`src/rtl/jepc_pkg.sv`:
```
// Shared types, constants and helpers for the Julia escape-time colouriser.
package jepc_pkg;

    localparam int FRAC_BITS = 26;
    localparam logic [7:0] LVL_FULL  = 8'd235;
    localparam logic [7:0] LVL_FLOOR = 8'd19;
    localparam logic [63:0] ESC_THRESH = 64'd4 << (2 * FRAC_BITS);

    localparam logic [2:0] CFG_CENTER_RE  = 3'd0;
    localparam logic [2:0] CFG_CENTER_IM  = 3'd1;
    localparam logic [2:0] CFG_PIXEL_STEP = 3'd2;
    localparam logic [2:0] CFG_CONST_RE   = 3'd3;
    localparam logic [2:0] CFG_CONST_IM   = 3'd4;

    typedef struct packed {
        logic signed [31:0] center_re;
        logic signed [31:0] center_im;
        logic [30:0]        pixel_step;
        logic signed [31:0] const_re;
        logic signed [31:0] const_im;
    } cfg_t;

    typedef struct packed {
        logic load_px;
        logic map;
        logic init;
        logic mul;
        logic step;
        logic take_esc;
        logic take_bnd;
        logic col;
        logic div;
        logic emit;
    } cmd_t;

    typedef struct packed {
        logic esc_hit;
        logic itr_full;
    } sts_t;

    typedef struct packed {
        logic [9:0] escape_count;
        logic       escaped;
        logic [7:0] red;
        logic [7:0] green;
        logic [7:0] blue;
    } pay_t;

    function automatic logic signed [31:0] sat32(input logic signed [63:0] v);
        logic signed [31:0] r;
        if (v > 64'sd2147483647)
            r = 32'sh7fffffff;
        else if (v < -64'sd2147483648)
            r = 32'sh80000000;
        else
            r = v[31:0];
        return r;
    endfunction

endpackage

```
`src/rtl/jepc_ctrl.sv`:
```
// Controller state machine sequencing mapping, iterations and colouring.
module jepc_ctrl
    import jepc_pkg::*;
(
    input  logic clk,
    input  logic rst_n,
    input  logic in_valid,
    output logic in_ready,
    input  logic out_busy,
    input  sts_t sts,
    output cmd_t cmd
);

    localparam logic [2:0] S_IDLE = 3'd0;
    localparam logic [2:0] S_MAP  = 3'd1;
    localparam logic [2:0] S_INIT = 3'd2;
    localparam logic [2:0] S_MUL  = 3'd3;
    localparam logic [2:0] S_UPD  = 3'd4;
    localparam logic [2:0] S_COL  = 3'd5;
    localparam logic [2:0] S_DIV  = 3'd6;
    localparam logic [2:0] S_DONE = 3'd7;

    logic [2:0] state_reg, state_next;

    assign in_ready = (state_reg == S_IDLE);

    always_comb
    begin
        state_next = state_reg;
        cmd        = '0;
        case (state_reg)
            S_IDLE:
            begin
                if (in_valid)
                begin
                    cmd.load_px = 1'b1;
                    state_next  = S_MAP;
                end
            end
            S_MAP:
            begin
                cmd.map    = 1'b1;
                state_next = S_INIT;
            end
            S_INIT:
            begin
                cmd.init   = 1'b1;
                state_next = S_MUL;
            end
            S_MUL:
            begin
                cmd.mul    = 1'b1;
                state_next = S_UPD;
            end
            S_UPD:
            begin
                if (sts.esc_hit)
                begin
                    cmd.take_esc = 1'b1;
                    state_next   = S_COL;
                end
                else if (sts.itr_full)
                begin
                    cmd.take_bnd = 1'b1;
                    state_next   = S_DONE;
                end
                else
                begin
                    cmd.step   = 1'b1;
                    state_next = S_MUL;
                end
            end
            S_COL:
            begin
                cmd.col    = 1'b1;
                state_next = S_DIV;
            end
            S_DIV:
            begin
                cmd.div    = 1'b1;
                state_next = S_DONE;
            end
            S_DONE:
            begin
                if (!out_busy)
                begin
                    cmd.emit   = 1'b1;
                    state_next = S_IDLE;
                end
            end
            default:
            begin
                state_next = S_IDLE;
            end
        endcase
    end

    always_ff @(posedge clk or negedge rst_n)
    begin
        if (!rst_n)
            state_reg <= S_IDLE;
        else
            state_reg <= state_next;
    end

`ifndef SYNTHESIS
    a_accept_maps: assert property (@(posedge clk) disable iff (!rst_n)
        (in_valid && in_ready) |=> (state_reg == S_MAP))
        else $error("accepted request did not start mapping");
    a_esc_colour: assert property (@(posedge clk) disable iff (!rst_n)
        (state_reg == S_UPD && sts.esc_hit) |=> (state_reg == S_COL))
        else $error("escape did not start colouring");
    a_div_len: assert property (@(posedge clk) disable iff (!rst_n)
        (state_reg == S_DIV) |=> (state_reg == S_DONE))
        else $error("ramp multiply took more than one cycle");
    a_emit_free: assert property (@(posedge clk) disable iff (!rst_n)
        cmd.emit |-> !out_busy)
        else $error("result emitted over a waiting result");
`endif

endmodule

```
`config.mk`:
```
export PLATFORM = sky130hd
export DESIGN_NAME = jepc_ctrl
export DESIGN_NICKNAME = d
export VERILOG_FILES = /design/src/rtl/jepc_pkg.sv /design/src/rtl/jepc_ctrl.sv
export SDC_FILE = /design/constraint.sdc
export NUM_CORES = 1
export LEC_CHECK = 0
export BUFFER_PORTS_ARGS = -buffer_cell sky130_fd_sc_hd__buf_2
export CAP_MARGIN = 0
export CORE_AREA = 3 3 40 42
export CTS_CLUSTER_DIAMETER = 50
export CTS_CLUSTER_SIZE = 14
export DETAILED_ROUTE_END_ITERATION = 8
export DIE_AREA = 0 0 43 45
export PLACE_DENSITY_LB_ADDON = 0.05
export SLEW_MARGIN = 20
export SYNTH_ARGS = -nofsm -noshare
export SYNTH_HDL_FRONTEND = slang
export SYNTH_SLANG_ARGS = --single-unit
```
`constraint.sdc`:
```
create_clock -name clk -period 2.2 [get_ports clk]
set_clock_uncertainty 0.05 [all_clocks]
set_input_delay 0.11 -clock clk [delete_from_list [all_inputs] [get_ports clk]]
set_output_delay 0.11 -clock clk [all_outputs]
set_load 0.05 [all_outputs]
```
==> impl_metrics.py, run 1 <==
metrics = {
    "timing": {
        "hold_viol": 0,
        "setup_viol": 0,
        "rsz0062_at_grt": "no",
        "tns_ns": 0,
        "slew_headroom": 0.683,
        "worst_pin_slew_ns": 0.475,
        "fin_crit_sh": 0.810,
        "period_minus_slack_ns": 1.78,
        "slew_viol_final": 0,
        "fmax_mhz": 561,
        "setup_slack_ns": 0.418,
    },
    "drt": {
        "wl_per_cell_um": 11.6,
        "num_vias": 275,
        "wl_um": 717,
        "drt_pass1_iterations": 2,
        "viasPerCell": 4.44,
        "drcViolationCount": 0,
        "drtAntennaViolNets": 0,
        "drtIter0Drc": 1,
    },
    "logic_synthesis": {
        "synth.top_cell.area_share": 0.265,
        "syn_inst": 29,
        "synth_edf_count": 0,
        "syn_nets": 35,
        "async_flop_share": 1.00,
        "synth_top_flop_cell": "dfrtp_1",
        "synth-seq-cells": 3,
        "synth_top_area_cell": "dfrtp_1",
        "synth.avg_cell_area_um2": 9.75,
        "synth_area_um2": 283,
        "seq_area_frac_synth": 0.265,
        "synth_common_cells": "buf_6, dfrtp_1, nor2_1",
        "synthTopCellsByArea": "dfrtp_1, buf_6, nor3b_2",
        "synth_cell_types": 20,
        "synth_warnings": 0,
    },
    "run_status": {
        "status": "completed",
    },
    "final_layout": {
        "fillers": 156,
        "largest_reg_flops": 3,
        "layout-drive-gt1-share": 0.553,
        "n_antenna_cell": 0,
        "seq_area_um2": 75.1,
        "synthToLayoutAreaGrowth_pct": 35.8,
        "final_cell_area_um2": 384,
        "multi_input_area_um2": 170,
        "finalNonFillerCells": 62,
        "num-nets-final": 54,
    },
    "clock_network": {
        "clk_path_buf_depth": 2,
        "cts_tree": "yes",
        "cts_sinks": 3,
        "cts_buffers": 3,
        "h-tree-depth": 1,
        "post_cts_resized": 0,
        "clock_latency_ns": 0.23,
        "cts_root_buffer": "clkbuf_4",
        "clk_pin_slew_ns": 0.03,
    },
    "place": {
        "place.gp.congestion": 0.615,
        "dpl_cell_area_um2": 348,
        "dpl.hpwl_um": 536,
        "port_buffers": 16,
        "numPlacedInstances": 57,
        "dpl_worst_slack_ns": 0.664,
    },
    "floorplanning": {
        "die_width_um": 43,
        "fp.dieArea_um2": 1940,
        "die_h_um": 45,
        "io_pins": 17,
        "start_util": 0.220,
        "num_rows": 13,
        "core_um2": 1280,
    },
    "setup_path": {
        "cp-end-kind": "output pin",
        "start_kind": "register",
        "crit_type": "register to output pin",
        "required_ns": 2.04,
        "crit_arrival_ns": 1.62,
        "cp_max_fo": 13,
    },
    "global_routing": {
        "antenna_found_initial": 0,
        "grt_max_degree": 16,
        "gr-usage-all-layers": 0.0900,
        "grt_pass1_wl_um": 1300,
        "grt_pass1_vias": 316,
        "overflow": 0,
    },
    "power": {
        "powerDensity_nw_per_um2": 1660,
        "power_leakage_uw": 0.000194,
        "peakVddDrop_mv": 0.629,
    },
    "hold_path": {
        "hold_path.class": "input port to register",
    },
    "flow_run": {
        "cap_violations": 0,
    },
}
[report_power, final]
| part | switching [µW] | total (µW) | internal (µW) |
|---|---|---|---|
| clock | 28.4 | 96.4 | 67.9 |
| sequential | 105 | 186 | 81.2 |
| combinational | 248 | 357 | 108 |
| total | 382 | 639 | 258 |
[worst paths after layout]
check / from / endpoint / slack (ns) / cells after the start
setup / recovery: state_reg[2] / cmd[3] / 0.42 / 3
hold / removal: in_valid / state_reg[0] / 0.13 / 3
setup reg to reg: state_reg[2] / state_reg[1] / 1.01 / 2
hold reg to reg: state_reg[0] / state_reg[0] / 0.75 / 1
max in group asynchronous: rst_n / state_reg[2] / 1.85 / 2
min in group asynchronous: rst_n / state_reg[1] / 0.15 / 2
[critical path: stages (launching register included)]
cell and delay, ns:
dfrtp_1 0.62, nand2b_1 0.20, nor4b_2 0.26, buf_2 0.30
[cell type report]
| cell class | count | area share |
|---|---|---|
| Tap cell | 15 | 0.0489 |
| Clock buffer | 4 | 0.0684 |
| Timing Repair Buffer | 17 | 0.235 |
| Multi-Input combinational cell | 22 | 0.443 |
| Sequential cell | 3 | 0.195 |
| Inverter | 1 | 0.00977 |
[per-layer routing]
metal	vias up	track usage	routed length, µm
li1	140	-	-
met1	120	0.118	325
met2	13	0.129	321
met3	2	0.00398	50
met4	0	0.0904	19
met5	-	0	0
[cells in the final DEF (no fill, tap or decap), drive strengths merged]
cell and instances:
buf 16, clkbuf 4, nor2 3, dfrtp 3, nor3 3, and3 2
nor3b 2, nor4 2, a21boi 2, inv 1, nand2 1, nand2b 1
nor4b 1, and4b 1, and2 1, a22oi 1, o22ai 1, a21oi 1
dlygate4sd3 1
[stage by stage]
stage                     hold WS [ns]   util  power, µW
after floorplan                 -0.236      -        511
after global placement          -0.145  0.271        544
after detailed placement        -0.144  0.271        547
after CTS                        0.136  0.299        651
after global routing             0.150  0.299        686
final                            0.127  0.299        639
[cells by family after synthesis]
| logic type | count (synthesis) | synth area share |
|---|---|---|
| simple gates | 17 | 0.456 |
| flops | 3 | 0.265 |
| compound gates | 5 | 0.146 |
| buf+inv | 4 | 0.133 |
[timing repair]
action / 4_1_cts / 5_1_grt
hold buffers: 1 / 0
endpoints found under the hold margin: 3 / 0
buffers inserted: 0 / 0
Power figures use the tool's default switching activity.
==> inputs of run 2 (changes only) <==
==> constraint.sdc (replaced) <==
create_clock -name clk -period 1.5 [get_ports clk]
set_clock_uncertainty 0.05 [all_clocks]
set_input_delay 0.075 -clock clk [delete_from_list [all_inputs] [get_ports clk]]
set_output_delay 0.075 -clock clk [all_outputs]
set_load 0.05 [all_outputs]
==> run 2 against run 1 <==
Wire length grew 7.3%. Utilization grew 4.2 points. Sequential power grew 22%. Clock-buffer cell count is the same. Worst hold slack lost 0.024 ns. Critical path depth is the same. Sequential share of layout area shrank 1.8 points.
==> impl_metrics.py, run 2 (synthesized netlist as in run 1, its figures left out) <==
metrics = {
    "run_status": {
        "status": "completed",
    },
    "power": {
        "power_leakage_uw": 0.000213,
        "powerDensity_nw_per_um2": 2390,
        "peakVddDrop_mv": 0.655,
    },
    "place": {
        "place.gp.congestion": 0.644,
        "port_buffers": 16,
        "dpl.hpwl_um": 531,
        "dpl_cell_area_um2": 367,
    },
    "hold_path": {
        "min_from": "in_valid",
        "hold_path.class": "input port to register",
        "hold_end": "state_reg[0]",
        "min_path_cells": 3,
    },
    "global_routing": {
        "gr-usage-all-layers": 0.0868,
        "grt_pass1_vias": 265,
        "overflow": 0,
        "grt_max_degree": 16,
        "grt_pass1_wl_um": 1190,
        "antenna_found_initial": 0,
    },
    "timing": {
        "fin_crit_sh": 0.964,
        "period_minus_slack_ns": 1.45,
        "hold_viol": 0,
        "slew_headroom": 0.819,
        "slew_viol_final": 0,
        "worst_pin_slew_ns": 0.269,
        "rsz0062_at_grt": "yes",
        "setup_viol": 0,
        "hold_slack_ns": 0.103,
        "fmax_mhz": 692,
    },
    "setup_path": {
        "path_cells": "buf_2, nor4b_2, buf_4",
        "cp_max_fo": 7,
        "cp-end-kind": "output pin",
        "crit_type": "register to output pin",
        "worstReg2RegStart": "state_reg[1]",
        "worst_path_max_delay_cell": "dfrtp_2",
        "rrSetupSlack_ns": 0.29,
        "max_stage_delay_ns": 0.46,
        "required_ns": 1.37,
        "start_kind": "register",
        "crit_arrival_ns": 1.32,
        "reg2regPathDepth": 3,
        "regToRegEndpoint": "state_reg[2]",
    },
    "clock_network": {
        "clk_path_buf_depth": 2,
        "cts_tree": "yes",
        "cts_buffers": 3,
        "clk_pin_slew_ns": 0.04,
        "cts_root_buffer": "clkbuf_4",
        "clock_latency_ns": 0.23,
        "h-tree-depth": 1,
        "cts_sinks": 3,
    },
    "floorplanning": {
        "fp.dieArea_um2": 1940,
        "die_width_um": 43,
        "die_h_um": 45,
        "num_rows": 13,
        "io_pins": 17,
        "start_util": 0.220,
        "core_um2": 1280,
    },
    "drt": {
        "drcViolationCount": 0,
        "num_vias": 298,
        "drtAntennaViolNets": 0,
        "drtIter0Drc": 1,
        "viasPerCell": 4.52,
        "drt_pass1_iterations": 2,
        "wl_um": 769,
        "wl_per_cell_um": 11.7,
    },
    "final_layout": {
        "final_common_cell": "buf_2",
        "num-nets-final": 58,
        "largest_reg_flops": 3,
        "layout-drive-gt1-share": 0.647,
        "final_cell_mix": "buf_2, clkbuf_4, buf_4",
        "final_cell_area_um2": 438,
        "synthToLayoutAreaGrowth_pct": 54.9,
        "n_antenna_cell": 0,
    },
    "flow_run": {
        "cap_violations": 0,
    },
}
[run 2: cell types whose count changed in the layout (fill, tap and decap cells not counted)]
cell | previous run | this run
nor3_4 | 0 | 1
nor3_1 | 2 | 1
buf_2 | 16 | 12
buf_4 | 0 | 5
clkbuf_4 | 3 | 6
dfrtp_1 | 3 | 1
dfrtp_2 | 0 | 2
[run 2: worst max-delay path, delay by kind of cell (launching register included)]
family / cells / cell delay [ns]
flops: 1 / 0.46
buf+inv: 2 / 0.42
simple gates: 1 / 0.21
[run 2: how the worst max path moves through the flow]
stage	startpoint	to	slack (ns)	cells past startpoint
2_1_floorplan	state_reg[0]	cmd[5]	-0.19	2
3_3_place_gp	state_reg[1]	cmd[6]	0.16	3
3_5_place_dp	state_reg[1]	cmd[6]	0.15	3
4_1_cts	state_reg[0]	cmd[9]	0.01	3
5_1_grt	state_reg[1]	cmd[3]	-0.04	3
6_report	state_reg[1]	cmd[3]	0.05	3
[run 2: area by class of cell]
type / count / area [µm²]
clock buffer: 4 / 26.3
inverter: 1 / 3.75
tap: 15 / 18.8
fill: 146 / 847
sequential: 3 / 77.6
multi-input combinational: 22 / 181
timing repair buffer: 21 / 130
[run 2: timing repair]
| action | 4_1_cts | 5_1_grt |
|---|---|---|
| endpoints found under the setup margin | 9 | 8 |
| hold buffers | 1 | 0 |
| resized for setup | 2 | 7 |
| pin swaps | 0 | 0 |
| buffers inserted | 0 | 3 |
| endpoints found under the hold margin | 3 | 0 |
[run 2: through the flow]
step	worst slack (ns)	instances	power (µW)	setup TNS [ns]	utilization
finish	0.0543	66	1050	0	0.341
global route	-0.0435	66	1130	-0.0496	0.341
CTS	0.0123	63	999	0	0.315
detailed placement	0.148	58	838	0	0.285
global placement	0.162	58	836	0	0.285
floorplan	-0.190	29	774	-0.488	-
[run 2: metal layers]
| layer | share of wire | GRT usage | wire, µm | vias up |
|---|---|---|---|---|
| li1 | - | - | - | 150 |
| met1 | 0.44 | 0.114 | 335 | 135 |
| met2 | 0.48 | 0.111 | 366 | 13 |
| met3 | 0.087 | 0.0438 | 67 | 0 |
| met4 | 0 | 0.0542 | 0 | 0 |
| met5 | 0 | 0 | 0 | - |
[run 2: report_power, final]
| group | internal, µW | switching, µW | leakage [µW] |
|---|---|---|---|
| clock network | 99.7 | 41.2 | 0.0000150 |
| logic | 227 | 452 | 0.000167 |
| registers | 126 | 101 | 0.0000310 |
==> inputs of run 3 (changes only) <==
--- a/config.mk
+++ b/config.mk
@@ -7,11 +7,14 @@
 export LEC_CHECK = 0
 export BUFFER_PORTS_ARGS = -buffer_cell sky130_fd_sc_hd__buf_2
 export CAP_MARGIN = 0
+export CELL_PAD_IN_SITES_DETAIL_PLACEMENT = 1
+export CELL_PAD_IN_SITES_GLOBAL_PLACEMENT = 1
 export CORE_AREA = 3 3 40 42
 export CTS_CLUSTER_DIAMETER = 50
 export CTS_CLUSTER_SIZE = 14
 export DETAILED_ROUTE_END_ITERATION = 8
 export DIE_AREA = 0 0 43 45
+export GPL_TIMING_DRIVEN = 0
 export PLACE_DENSITY_LB_ADDON = 0.05
 export SLEW_MARGIN = 20
 export SYNTH_ARGS = -nofsm -noshare
==> run 3 against run 2 <==
Wire length grew 16%. Critical path depth is the same. Global-route usage grew 1.8 points. Critical path type unchanged. Largest cell class unchanged.
==> impl_metrics.py, run 3 (synthesized netlist as in run 1, its figures left out) <==
metrics = {
    "drt": {
        "drt_pass1_iterations": 1,
        "drtAntennaViolNets": 0,
        "viasPerCell": 4.65,
        "wl_um": 892,
        "num_vias": 302,
        "drcViolationCount": 0,
        "wl_per_cell_um": 13.7,
        "drtIter0Drc": 0,
    },
    "final_layout": {
        "multi_input_area_um2": 201,
        "seq_area_um2": 77.6,
        "final_common_cell": "buf_2",
        "post-route-util": 0.371,
        "synthToLayoutAreaGrowth_pct": 68.6,
        "finalNonFillerCells": 65,
        "n_antenna_cell": 0,
        "layout-drive-gt1-share": 0.660,
        "num-nets-final": 57,
        "fillers": 158,
        "final_cell_mix": "buf_2, clkbuf_4, buf_6",
        "largest_reg_flops": 3,
    },
    "floorplanning": {
        "fp.dieArea_um2": 1940,
        "num_rows": 13,
        "die_h_um": 45,
        "core_um2": 1280,
        "start_util": 0.220,
        "die_width_um": 43,
        "io_pins": 17,
    },
    "setup_path": {
        "reg2regPathDepth": 3,
        "max_stage_delay_ns": 0.45,
        "cp_max_fo": 10,
        "worst-path-buf-inv": 2,
        "path_delay_family": "flip-flops",
        "cpMostUsedCell": "buf_6",
        "cp-end-kind": "output pin",
        "required_ns": 1.37,
        "worst_path_max_delay_cell": "dfrtp_2",
        "crit_arrival_ns": 1.33,
        "regToRegEndpoint": "state_reg[2]",
        "start_kind": "register",
        "crit_type": "register to output pin",
        "worstReg2RegStart": "state_reg[1]",
        "path_cells": "buf_6, nor4b_4, buf_6",
        "rrSetupSlack_ns": 0.41,
    },
    "clock_network": {
        "cts_sinks": 3,
        "cts_root_buffer": "clkbuf_4",
        "clock_latency_ns": 0.23,
        "cts_buffers": 3,
        "clk_path_buf_depth": 2,
        "clk_pin_slew_ns": 0.04,
        "cts_tree": "yes",
        "h-tree-depth": 1,
    },
    "power": {
        "finalPower_uw": 1130,
        "power_frac_comb": 0.706,
        "power_leakage_uw": 0.000224,
        "intPower_uw": 492,
        "powerDensity_nw_per_um2": 2370,
        "swShare": 0.564,
        "peakVddDrop_mv": 0.695,
        "clkPwrFrac": 0.124,
        "power_frac_seq": 0.170,
        "power_switching_uw": 637,
    },
    "timing": {
        "period_minus_slack_ns": 1.45,
        "fin_crit_sh": 0.969,
        "tns_ns": 0,
        "worst_pin_slew_ns": 0.266,
        "setup_viol": 0,
        "hold_viol": 0,
        "slew_headroom": 0.821,
        "hold_slack_ns": 0.106,
        "rsz0062_at_grt": "yes",
        "slew_viol_final": 0,
        "fmax_mhz": 688,
    },
    "run_status": {
        "status": "completed",
    },
    "global_routing": {
        "grt_pass1_wl_um": 1510,
        "grt_max_degree": 11,
        "overflow": 0,
        "antenna_found_initial": 0,
        "grt_pass1_vias": 332,
        "gr-usage-all-layers": 0.105,
    },
    "place": {
        "dpl.hpwl_um": 682,
        "place.gp.congestion": 0.657,
        "port_buffers": 16,
        "numPlacedInstances": 60,
    },
    "flow_run": {
        "cap_violations": 0,
    },
    "hold_path": {
        "hold_end": "state_reg[0]",
        "min_path_cells": 3,
        "hold_path.class": "input port to register",
        "min_from": "in_valid",
    },
}
## run 3: power groups by stage
stage,registers [µW],clock network (µW),logic (µW)
final,192,140,798
after CTS,193,145,768
after global routing,201,153,852
after global placement,183,0,729
after floorplan,169,0,605
after detailed placement,188,0,746
## run 3: area by class of cell
class	count	share of cell area
buffer	3	0.0709
sequential	3	0.163
multi-input combinational	22	0.423
timing repair buffer	17	0.241
clock buffer	4	0.0551
inverter	1	0.00787
tap	15	0.0394
## run 3: repair_timing
item,4_1_cts,5_1_grt
gates cloned,0,0
setup endpoints to repair,3,6
setup buffers,0,0
endpoints found under the hold margin,3,0
resized for setup,5,10
hold buffers,1,0
## run 3: how the worst max path moves through the flow
stage | start | to | slack (ns) | depth (start not counted)
floorplan | state_reg[0] | cmd[5] | -0.19 | 2
global placement | state_reg[0] | cmd[3] | 0.20 | 3
detailed placement | state_reg[0] | cmd[3] | 0.14 | 3
CTS | state_reg[0] | cmd[3] | 0.006 | 3
global route | state_reg[0] | cmd[3] | -0.02 | 3
finish | state_reg[0] | cmd[3] | 0.05 | 3
## run 3: routing by layer
layer / part of all wire / up-vias / GRT usage
li1: - / 149 / -
met1: 0.40 / 142 / 0.128
met2: 0.54 / 11 / 0.174
met3: 0.062 / 0 / 0.0359
met4: 0 / 0 / 0.0361
met5: 0 / - / 0
## run 3: worst min-delay path, delay by kind of cell
family	cells	cell delay [ns]
AO/OA/AOI/OAI	1	0.13
buffers and inverters	1	0.08
AND/OR/NAND/NOR	1	0.04
## run 3: metrics by stage
stage                     area (µm²)  setup slack, ns
final                            477           0.0471
after floorplan                  294           -0.190
after detailed placement         393            0.137
after global routing             477          -0.0197
after global placement           393            0.201
after CTS                        445          0.00646
